===== config.mk =====
export PLATFORM = sky130hd
export DESIGN_NAME = ymodem_block_receiver_flat
export DESIGN_NICKNAME = d
export VERILOG_FILES = /design/src/ymbr_pkg.sv /design/src/ymbr_if.sv /design/src/ymodem_block_receiver.sv /design/src/flat_wrapper.sv
export SDC_FILE = /design/constraint.sdc
export NUM_CORES = 1
export LEC_CHECK = 0
export ABC_AREA = 1
export BUFFER_PORTS_ARGS = -buffer_cell sky130_fd_sc_hd__buf_4
export CAP_MARGIN = 20
export CORE_MARGIN = 2
export CORE_UTILIZATION = 45
export CTS_CLUSTER_DIAMETER = 60
export DETAILED_ROUTE_END_ITERATION = 6
export PLACE_DENSITY = 0.7
export SLEW_MARGIN = 15
export SYNTH_ARGS = -nofsm -noshare
export SYNTH_HDL_FRONTEND = slang
export SYNTH_SLANG_ARGS = --single-unit

===== constraint.sdc =====
create_clock -name clock -period 3.25 [get_ports clock]
set_clock_uncertainty 0.05 [all_clocks]
set_input_delay 0.1625 -clock clock [delete_from_list [all_inputs] [get_ports clock]]
set_output_delay 0.1625 -clock clock [all_outputs]
set_load 0.02 [all_outputs]

===== src/ymbr_pkg.sv =====
// types, protocol codes and crc step for the ymodem block receiver
package ymbr_pkg;

   typedef logic [7:0]  byte_type;
   typedef logic [15:0] crc_type;
   typedef logic [9:0]  count_type;
   typedef logic [31:0] total_type;

   typedef enum logic [2:0] {
      PH_HEADER     = 3'd0,
      PH_NUMBER     = 3'd1,
      PH_COMPLEMENT = 3'd2,
      PH_PAYLOAD    = 3'd3,
      PH_CRC_HIGH   = 3'd4,
      PH_CRC_LOW    = 3'd5,
      PH_DONE       = 3'd6
   } phase_type;

   typedef enum logic {
      KIND_PAYLOAD = 1'b0,
      KIND_REPLY   = 1'b1
   } kind_type;

   localparam byte_type CH_SOH = 8'h01;
   localparam byte_type CH_STX = 8'h02;
   localparam byte_type CH_EOT = 8'h04;
   localparam byte_type CH_ACK = 8'h06;
   localparam byte_type CH_NAK = 8'h15;
   localparam byte_type NUM_CHECK = 8'hFF;
   localparam byte_type BYTE_ZERO = 8'h00;

   localparam crc_type   CRC_POLY   = 16'h1021;
   localparam count_type SHORT_LAST = 10'd127;
   localparam count_type LONG_LAST  = 10'd1023;
   localparam total_type SHORT_LEN  = 32'd128;
   localparam total_type LONG_LEN   = 32'd1024;

   // crc-16/xmodem over one byte, msb first
   function automatic crc_type crc_step(crc_type crc, byte_type b);
      crc_type c;
      c = crc ^ {b, 8'h00};
      for (int i = 0; i < 8; i++) begin
         if (c[15]) begin
            c = {c[14:0], 1'b0} ^ CRC_POLY;
         end else begin
            c = {c[14:0], 1'b0};
         end
      end
      return c;
   endfunction

endpackage


===== src/ymbr_if.sv =====
// valid/ready channels for received bytes and for result beats
interface ymbr_req_if;
   import ymbr_pkg::*;

   logic     valid;
   logic     ready;
   byte_type rx_byte;

   modport source (output valid, output rx_byte, input ready);
   modport sink   (input valid, input rx_byte, output ready);
endinterface

interface ymbr_rsp_if;
   import ymbr_pkg::*;

   logic      valid;
   logic      ready;
   kind_type  kind;
   byte_type  payload_byte;
   byte_type  reply_byte;
   total_type total_bytes;
   logic      finished;

   modport source (output valid, output kind, output payload_byte, output reply_byte,
                   output total_bytes, output finished, input ready);
   modport sink   (input valid, input kind, input payload_byte, input reply_byte,
                   input total_bytes, input finished, output ready);
endinterface


===== src/ymodem_block_receiver.sv =====
// ymodem block receiver: byte-wise block parser with crc-16 check and ack/nak replies
// Takes one received serial byte per clock and answers with at most one result beat:
// payload bytes pass straight through, and each block, cancel, bad header or end of
// transfer produces an ack or nak reply with the running count of accepted payload
// bytes. A byte is taken in every cycle as long as the result register is empty or
// is being emptied in the same cycle; its result shows on the next cycle, and
// throughput is one byte per clock while that holds, set by the single result register
// behind the header decode, one unrolled crc byte step and the 32-bit byte total add.
// Once an end of transfer has been acknowledged, further bytes are taken and dropped.
module ymodem_block_receiver (
   input  logic              clock,
   input  logic              reset,
   ymbr_req_if.sink          req_chan,
   ymbr_rsp_if.source        rsp_chan
);
   import ymbr_pkg::*;

   phase_type phase_ff, phase_in;
   logic      long_ff, long_in;
   byte_type  number_ff, number_in;
   count_type count_ff, count_in;
   crc_type   crc_ff, crc_in;
   byte_type  crc_high_ff, crc_high_in;
   total_type total_ff, total_in;

   logic      rsp_valid_ff, rsp_valid_in;
   kind_type  kind_ff, kind_in;
   byte_type  payload_ff, payload_in;
   byte_type  reply_ff, reply_in;
   total_type rsp_total_ff;
   logic      finished_ff;

   logic      req_fire;
   logic      has_result;
   logic      number_ok;
   logic      crc_ok;
   count_type last_index;

   assign req_chan.ready = !rsp_valid_ff || rsp_chan.ready;
   assign req_fire       = req_chan.valid && req_chan.ready;

   assign number_ok  = (number_ff ^ req_chan.rx_byte) == NUM_CHECK;
   assign crc_ok     = {crc_high_ff, req_chan.rx_byte} == crc_ff;
   assign last_index = long_ff ? LONG_LAST : SHORT_LAST;

   // next phase
   always_comb begin
      phase_in = phase_ff;
      if (req_fire) begin
         unique case (phase_ff)
            PH_NUMBER:     phase_in = PH_COMPLEMENT;
            PH_COMPLEMENT: phase_in = number_ok ? PH_PAYLOAD : PH_HEADER;
            PH_PAYLOAD:    phase_in = (count_ff >= last_index) ? PH_CRC_HIGH : PH_PAYLOAD;
            PH_CRC_HIGH:   phase_in = PH_CRC_LOW;
            PH_CRC_LOW:    phase_in = PH_HEADER;
            PH_DONE:       phase_in = PH_DONE;
            default: begin
               priority if (req_chan.rx_byte == CH_SOH || req_chan.rx_byte == CH_STX) begin
                  phase_in = PH_NUMBER;
               end else if (req_chan.rx_byte == CH_EOT) begin
                  phase_in = PH_DONE;
               end else begin
                  phase_in = PH_HEADER;
               end
            end
         endcase
      end
   end

   // block state and result beat
   always_comb begin
      long_in     = long_ff;
      number_in   = number_ff;
      count_in    = count_ff;
      crc_in      = crc_ff;
      crc_high_in = crc_high_ff;
      total_in    = total_ff;
      has_result  = 1'b0;
      kind_in     = KIND_REPLY;
      payload_in  = BYTE_ZERO;
      reply_in    = BYTE_ZERO;
      unique case (phase_ff)
         PH_NUMBER: begin
            number_in = req_chan.rx_byte;
         end
         PH_COMPLEMENT: begin
            if (number_ok) begin
               crc_in   = '0;
               count_in = '0;
            end else begin
               has_result = 1'b1;
               reply_in   = CH_NAK;
            end
         end
         PH_PAYLOAD: begin
            crc_in     = crc_step(crc_ff, req_chan.rx_byte);
            count_in   = (count_ff >= last_index) ? '0 : count_ff + 10'd1;
            has_result = 1'b1;
            kind_in    = KIND_PAYLOAD;
            payload_in = req_chan.rx_byte;
         end
         PH_CRC_HIGH: begin
            crc_high_in = req_chan.rx_byte;
         end
         PH_CRC_LOW: begin
            has_result = 1'b1;
            if (crc_ok) begin
               total_in = total_ff + (long_ff ? LONG_LEN : SHORT_LEN);
               reply_in = CH_ACK;
            end else begin
               reply_in = CH_NAK;
            end
         end
         PH_DONE: begin
            has_result = 1'b0;
         end
         default: begin
            priority if (req_chan.rx_byte == CH_SOH || req_chan.rx_byte == CH_STX) begin
               long_in = req_chan.rx_byte == CH_STX;
            end else if (req_chan.rx_byte == CH_EOT) begin
               has_result = 1'b1;
               reply_in   = CH_ACK;
            end else begin
               has_result = 1'b1;
               reply_in   = CH_NAK;
            end
         end
      endcase
   end

   always_comb begin
      rsp_valid_in = rsp_valid_ff && !rsp_chan.ready;
      if (req_fire && has_result) begin
         rsp_valid_in = 1'b1;
      end
   end

   always_ff @(posedge clock) begin
      if (reset) begin
         phase_ff     <= PH_HEADER;
         long_ff      <= 1'b0;
         number_ff    <= '0;
         count_ff     <= '0;
         crc_ff       <= '0;
         crc_high_ff  <= '0;
         total_ff     <= '0;
         rsp_valid_ff <= 1'b0;
      end else begin
         rsp_valid_ff <= rsp_valid_in;
         if (req_fire) begin
            phase_ff    <= phase_in;
            long_ff     <= long_in;
            number_ff   <= number_in;
            count_ff    <= count_in;
            crc_ff      <= crc_in;
            crc_high_ff <= crc_high_in;
            total_ff    <= total_in;
         end
      end
   end

   // result payload, loaded only with a new beat
   always_ff @(posedge clock) begin
      if (req_fire && has_result) begin
         kind_ff      <= kind_in;
         payload_ff   <= payload_in;
         reply_ff     <= reply_in;
         rsp_total_ff <= total_in;
         finished_ff  <= phase_in == PH_DONE;
      end
   end

   assign rsp_chan.valid        = rsp_valid_ff;
   assign rsp_chan.kind         = kind_ff;
   assign rsp_chan.payload_byte = payload_ff;
   assign rsp_chan.reply_byte   = reply_ff;
   assign rsp_chan.total_bytes  = rsp_total_ff;
   assign rsp_chan.finished     = finished_ff;

endmodule


===== src/flat_wrapper.sv =====
// flat-port wrapper written by rule: the top's interface ports become plain ports
module ymodem_block_receiver_flat import ymbr_pkg::*;
  (clock, reset, req_chan_valid, req_chan_rx_byte, req_chan_ready, rsp_chan_valid, rsp_chan_kind, rsp_chan_payload_byte, rsp_chan_reply_byte, rsp_chan_total_bytes, rsp_chan_finished, rsp_chan_ready);
  ymbr_req_if req_chan_i ();
  ymbr_rsp_if rsp_chan_i ();
  input  logic clock;
  input  logic reset;
  input wire logic [$bits(req_chan_i.valid)-1:0] req_chan_valid;
  input wire logic [$bits(req_chan_i.rx_byte)-1:0] req_chan_rx_byte;
  output wire logic [$bits(req_chan_i.ready)-1:0] req_chan_ready;
  output wire logic [$bits(rsp_chan_i.valid)-1:0] rsp_chan_valid;
  output wire logic [$bits(rsp_chan_i.kind)-1:0] rsp_chan_kind;
  output wire logic [$bits(rsp_chan_i.payload_byte)-1:0] rsp_chan_payload_byte;
  output wire logic [$bits(rsp_chan_i.reply_byte)-1:0] rsp_chan_reply_byte;
  output wire logic [$bits(rsp_chan_i.total_bytes)-1:0] rsp_chan_total_bytes;
  output wire logic [$bits(rsp_chan_i.finished)-1:0] rsp_chan_finished;
  input wire logic [$bits(rsp_chan_i.ready)-1:0] rsp_chan_ready;
  assign req_chan_i.valid = req_chan_valid;
  assign req_chan_i.rx_byte = req_chan_rx_byte;
  assign req_chan_ready = req_chan_i.ready;
  assign rsp_chan_valid = rsp_chan_i.valid;
  assign rsp_chan_kind = rsp_chan_i.kind;
  assign rsp_chan_payload_byte = rsp_chan_i.payload_byte;
  assign rsp_chan_reply_byte = rsp_chan_i.reply_byte;
  assign rsp_chan_total_bytes = rsp_chan_i.total_bytes;
  assign rsp_chan_finished = rsp_chan_i.finished;
  assign rsp_chan_i.ready = rsp_chan_ready;
  ymodem_block_receiver u_core (.clock(clock), .reset(reset), .req_chan(req_chan_i), .rsp_chan(rsp_chan_i));
endmodule

Yosys cells after proc, flatten, opt, wreduce, memory -nomap -nowiden --
Index checks and enable logic that the tools add are counted.
Cells by class: reductions and logical operators 16, magnitude comparators 1, add/subtract/negate cells 2, muxes and demuxes 40, equal/unequal tests 13, bitwise operators 11
Operators by type and width (number):
- 2-to-1 mux 16 bit | 8
- 2-to-1 mux 13 bit | 8
- 2-to-1 mux 32 bit | 2
- adder 32 bit | 1
- one-hot mux 16 bit (2 select lines) | 1
- 2-to-1 mux 10 bit | 3
- inverter 3 bit | 8
- one-hot mux 8 bit (3 select lines) | 1
- one-hot mux 10 bit (2 select lines) | 1
- one-hot mux 3 bit (6 select lines) | 1
- equality test 16 bit | 1
- XOR 16 bit | 1
- 2-to-1 mux 5 bit | 3
- equality test 3 bit (second input constant) | 4
- 2-to-1 mux 3 bit | 4
- 2-to-1 mux 11 bit | 1
- adder 10 x 1 -> 10 bit (second input constant) | 1
- >= comparator 10 bit | 1
- equality test 8 x 1 -> 1 bit (second input constant) | 1
- equality test 8 x 2 -> 1 bit (second input constant) | 1
- equality test 8 x 3 -> 1 bit (second input constant) | 1
- equality test 8 bit (second input constant) | 1
- 2-to-1 mux 8 bit | 1
- XOR 8 bit | 1
- other kinds (17) | 27
Storage, ports and cells: bits in registers 129, word-level logic and storage cells 96, input bits 12, output and inout port bits 52

Longest topological paths before layout --
word-level depth 25, depth in mapped cells 16, mapped depth without buffers 16

Least setup slack after synthesis --
Ideal clock, no wire load.
kind register to register, start point reg u_core.phase_ff[1], end point reg u_core.finished_ff, in the netlist u_core.rsp_chan.finished, enable pin, setup time 0.393 ns, path slack 0.774 ns, cell stages (with the launch flop) 10, path buffers 1, arrival time 2.033 ns, data required time 2.807 ns, period minus slack after synthesis 2.476 ns, cell sequence dfxtp_1 inv_1 nor2_1 inv_1 nor2_1 inv_1 clkbuf_1 nand4_1 nand2_1 inv_1
Between the ends: word-level cells in the longest chain between the ends 4, elaborated cells on any way between the ends 10, classes of those cells 6 x eq/ne; 1 x mux; 3 x reduce/logical
Ends and longest elaborated chain:
- from (decl) | line ymodem_block_receiver.sv:18 | phase_type phase_ff, phase_in;
- from (signal assigned) | line ymodem_block_receiver.sv:151 | phase_ff <= phase_in;
- equality test 3 x 1 -> 1 bit, or another cell as far along | line ymodem_block_receiver.sv:82 | unique case (phase_ff)
- OR reduction 3 bit (no source line) / OR reduction 2 bit (equally long branches)
- one-hot mux 1 bit (3 select lines) * | line ymodem_block_receiver.sv:82
- logical AND 1 bit * | line ymodem_block_receiver.sv:164 | if (req_fire && has_result) begin
- to (signal assigned) | line ymodem_block_receiver.sv:169 | finished_ff <= phase_in == PH_DONE;
- to (decl) | line ymodem_block_receiver.sv:31 | logic finished_ff;
Every way passes the cells marked *; elsewhere a longest branch is shown, timed or not. A chain may end at the register's enable or synchronous reset.

Worst setup path in the final report --
start point reg u_core.long_ff, end point reg u_core.rsp_total_ff[27], in the netlist u_core.rsp_chan.total_bytes[27] (data pin)
Between the ends: word-level cells in the longest chain between the ends 4
Ends and longest elaborated chain:
- from (decl) | line ymodem_block_receiver.sv:19 | logic long_ff, long_in;
- from (signal assigned) | line ymodem_block_receiver.sv:152 | long_ff <= long_in;
- 2-to-1 mux 11 bit | line ymodem_block_receiver.sv:108 | total_in = total_ff + (long_ff ? LONG_LEN : SHORT_LEN);
- adder 32 bit | line ymodem_block_receiver.sv:108
- 2-to-1 mux 32 bit | line ymodem_block_receiver.sv:107 | if (crc_ok) begin
- 2-to-1 mux 32 bit | line ymodem_block_receiver.sv:82
- net u_core.total_in[27] | line ymodem_block_receiver.sv:24 | total_type total_ff, total_in;
- to (signal assigned) | line ymodem_block_receiver.sv:168 | rsp_total_ff <= total_in;
- to (decl) | line ymodem_block_receiver.sv:30 | total_type rsp_total_ff;
The timed path passes the listed nets, and every way through them passes these cells.

==> flow_summary.json <==
{
  "ant_nets": 0,
  "grt_pass1_wl_um": 22300,
  "async_reset_ff_share_pct": 0,
  "overflow": 0,
  "multiInputGateArea_um2": 2890,
  "arrival_ps": 2540,
  "period_needed_ps": 2490,
  "pin_count": 64,
  "tightest_slew_ps": 868,
  "fin_ws_ps": 758,
  "gp_congestion": 0.911,
  "path_clk_slew_ps": 70,
  "area.growth.synth_to_final_pct": 12.8,
  "die_area_um2": 14500,
  "place_hpwl_um": 9590,
  "ir_worst_vdd_v": 0.000269,
  "grt_max_degree": 37,
  "drive_gt1_share_pct": 13.0,
  "clock-root-buffer": "clkbuf_16",
  "die_w_um": 120,
  "via_per_inst": 4.86,
  "slew_violations": 0,
  "diodes": 0,
  "route.detailed.drc": 0,
  "dp_worst_setup_slack_ps": 818,
  "cts_setup_buffers": 0,
  "setup_viol": 0,
  "postCtsResizedCells": 0,
  "drtIter0Drc": 397,
  "synth_cell_type_count": 41,
  "cts_tree": "built",
  "fin_crit_sh_pct": 76.7,
  "cts_hold_buf": 0,
  "cts_max_level": 3,
  "cts_buffer_depth": 2,
  "netlist_area_um2": 6090,
  "max_cap_viol_count": 0,
  "seq_area_um2": 2580,
  "p_leak_uw": 0.00308,
  "power_per_cell_area_nw_per_um2": 488,
  "status": "complete, no violations",
  "vias": 5176,
  "clock_latency_ps": 350,
  "track_usage_pct": 19.1,
  "grt_setup_unrepaired": "no",
  "wire_per_inst_um": 12.7,
  "relSlewSlack_pct": 42.0,
  "critPathMaxFanout": 5,
  "io_buffers": 52,
  "routed_wl_um": 13500,
  "cts_buffers": 9,
  "criticalPathCategory": "flop to flop",
  "coreArea_um2": 13200,
  "fin_util_pct": 51.9,
  "required_ps": 3300,
  "synth_edf_count": 38,
  "finalHoldViolCount": 0,
  "final_cells": 1064,
  "max_freq_mhz": 401,
  "dr.pass1.iters": 5,
  "hold_slack_ps": 81.4,
  "syn_inst": 840,
  "cp-start-kind": "flop",
  "start_util_pct": 46.0,
  "endpoint_kind": "flop",
  "grt_pass1_vias": 4480,
  "antenna_found_initial": 0,
  "tns_ps": 0,
  "avgSynthCellArea_um2": 7.25,
  "fin_nets": 902,
  "dp_cells": 1048,
  "nFillCells": 1321,
  "rows": 42,
  "clock_sinks": 110,
  "ys_ff_latch": 110,
  "hp-class": "input pin to flop",
  "die_h_um": 120,
  "synth_seq_area_share_pct": 42.4,
  "synth_ff_type": "dfxtp_1",
  "ys_warn_count": 0
}
cells in the final DEF, fill, tap and decap left out, types with 15 or more instances in the layout:
master    synthesis  routed
o21ai_0          51      51
nand3_1          54      54
nand2_1         229     229
inv_1           104     104
buf_4            13      59
nand2_2          15      15
nor2_1           86      86
dfxtp_1          72      72
a21oi_1          51      51
edfxtp_1         38      38
path summary, 6_finish.rpt:
| path | start | end | slack, ps | cells after the start |
|---|---|---|---|---|
| min reg2reg | u_core.crc_high_ff[7] | u_core.crc_high_ff[7] | 420 | 2 |
| min | req_chan_rx_byte[7] | u_core.number_ff[7] | 80 | 3 |
| max reg2reg | u_core.long_ff | u_core.rsp_chan.total_bytes[27] | 760 | 11 |
| max | u_core.long_ff | u_core.rsp_chan.total_bytes[27] | 760 | 11 |
area by class of cell:
cell class	instances	share of cell area, %
Multi-Input combinational cell	591	42.1
Sequential cell	110	37.6
Timing Repair Buffer	59	6.45
Inverter	112	6.12
Clock buffer	10	3.33
Tap cell	176	3.21
Clock inverter	6	1.26
kinds of logic after synthesis:
logic type / synth area share [%]
buf+inv: 10.8
xor+xnor: 3.74
simple gates: 29.5
flops: 42.4
compound gates: 12.1
fa+ha+maj: 1.44
other cells: 0.0616
worst max-delay path, cell delays in order, from the launching register on:
cell	delay (ps)
dfxtp_1	320
inv_1	160
ha_1	200
ha_1	190
nand3_1	110
nand2_1	120
nand2_1	120
nor3_1	500
and3b_1	270
nand2_1	60
nand2_1	90
nand2_1	50
registers in the layout (all words and copies together) (netlist names):
| name | count |
|---|---|
| u_core.count_ff | 10 |
| u_core.rsp_chan.reply_byte | 3 |
| u_core.crc_ff | 16 |
| u_core.rsp_chan.finished | 1 |
| u_core.long_ff | 1 |
| u_core.rsp_chan.total_bytes | 25 |
| u_core.phase_ff | 3 |
| u_core.rsp_chan.payload_byte | 8 |
| u_core.number_ff | 8 |
| u_core.crc_high_ff | 8 |
| u_core.rsp_chan.valid | 1 |
| u_core.total_ff | 25 |
| u_core.rsp_chan.kind | 1 |
synthesized netlist by cell type (2+ instances only):
| cell type | instances | area [um^2] |
|---|---|---|
| nand2_1 | 229 | 860 |
| inv_1 | 104 | 390 |
| nor2_1 | 86 | 323 |
| dfxtp_1 | 72 | 1440 |
| nand3_1 | 54 | 270 |
| a21oi_1 | 51 | 255 |
| o21ai_0 | 51 | 255 |
| edfxtp_1 | 38 | 1140 |
| clkbuf_1 | 15 | 56.3 |
| nand2_2 | 15 | 93.8 |
| buf_4 | 13 | 97.6 |
| xnor2_1 | 13 | 114 |
| xor2_1 | 13 | 114 |
| nand4_1 | 11 | 68.8 |
| o21bai_2 | 9 | 101 |
| ha_1 | 7 | 87.6 |
| inv_2 | 7 | 26.3 |
| nor3_1 | 7 | 35.0 |
| nor3b_1 | 6 | 45.0 |
| a211oi_1 | 4 | 30.0 |
| buf_2 | 4 | 20.0 |
| o21bai_1 | 4 | 30.0 |
| or2_2 | 4 | 25.0 |
| buf_6 | 3 | 33.8 |
| o21ai_2 | 3 | 26.3 |
| nor2_2 | 2 | 12.5 |
layer usage:
metal	vias to the layer above	GRT usage [%]	routed length (um)	share of wire, %
met4	0	4.80	157	1.2
met5	-	0	0	0
met3	8	3.49	824	6.1
met2	160	28.5	5680	42
met1	2263	28.5	6890	51
li1	2745	-	-	-
report_power, final:
group	total (uW)	internal, uW	switching, uW
Sequential	1610	1540	68.4
Clock	1180	676	508
Combinational	562	202	360
Total	3350	2420	937
metrics by stage:
step	total power, uW	area, um^2
after floorplan	2020	6130
after global placement	2200	6560
after detailed placement	2200	6560
after CTS	3380	6870
after global routing	3500	6870
final	3350	6870
Power figures use the tool's default switching activity.
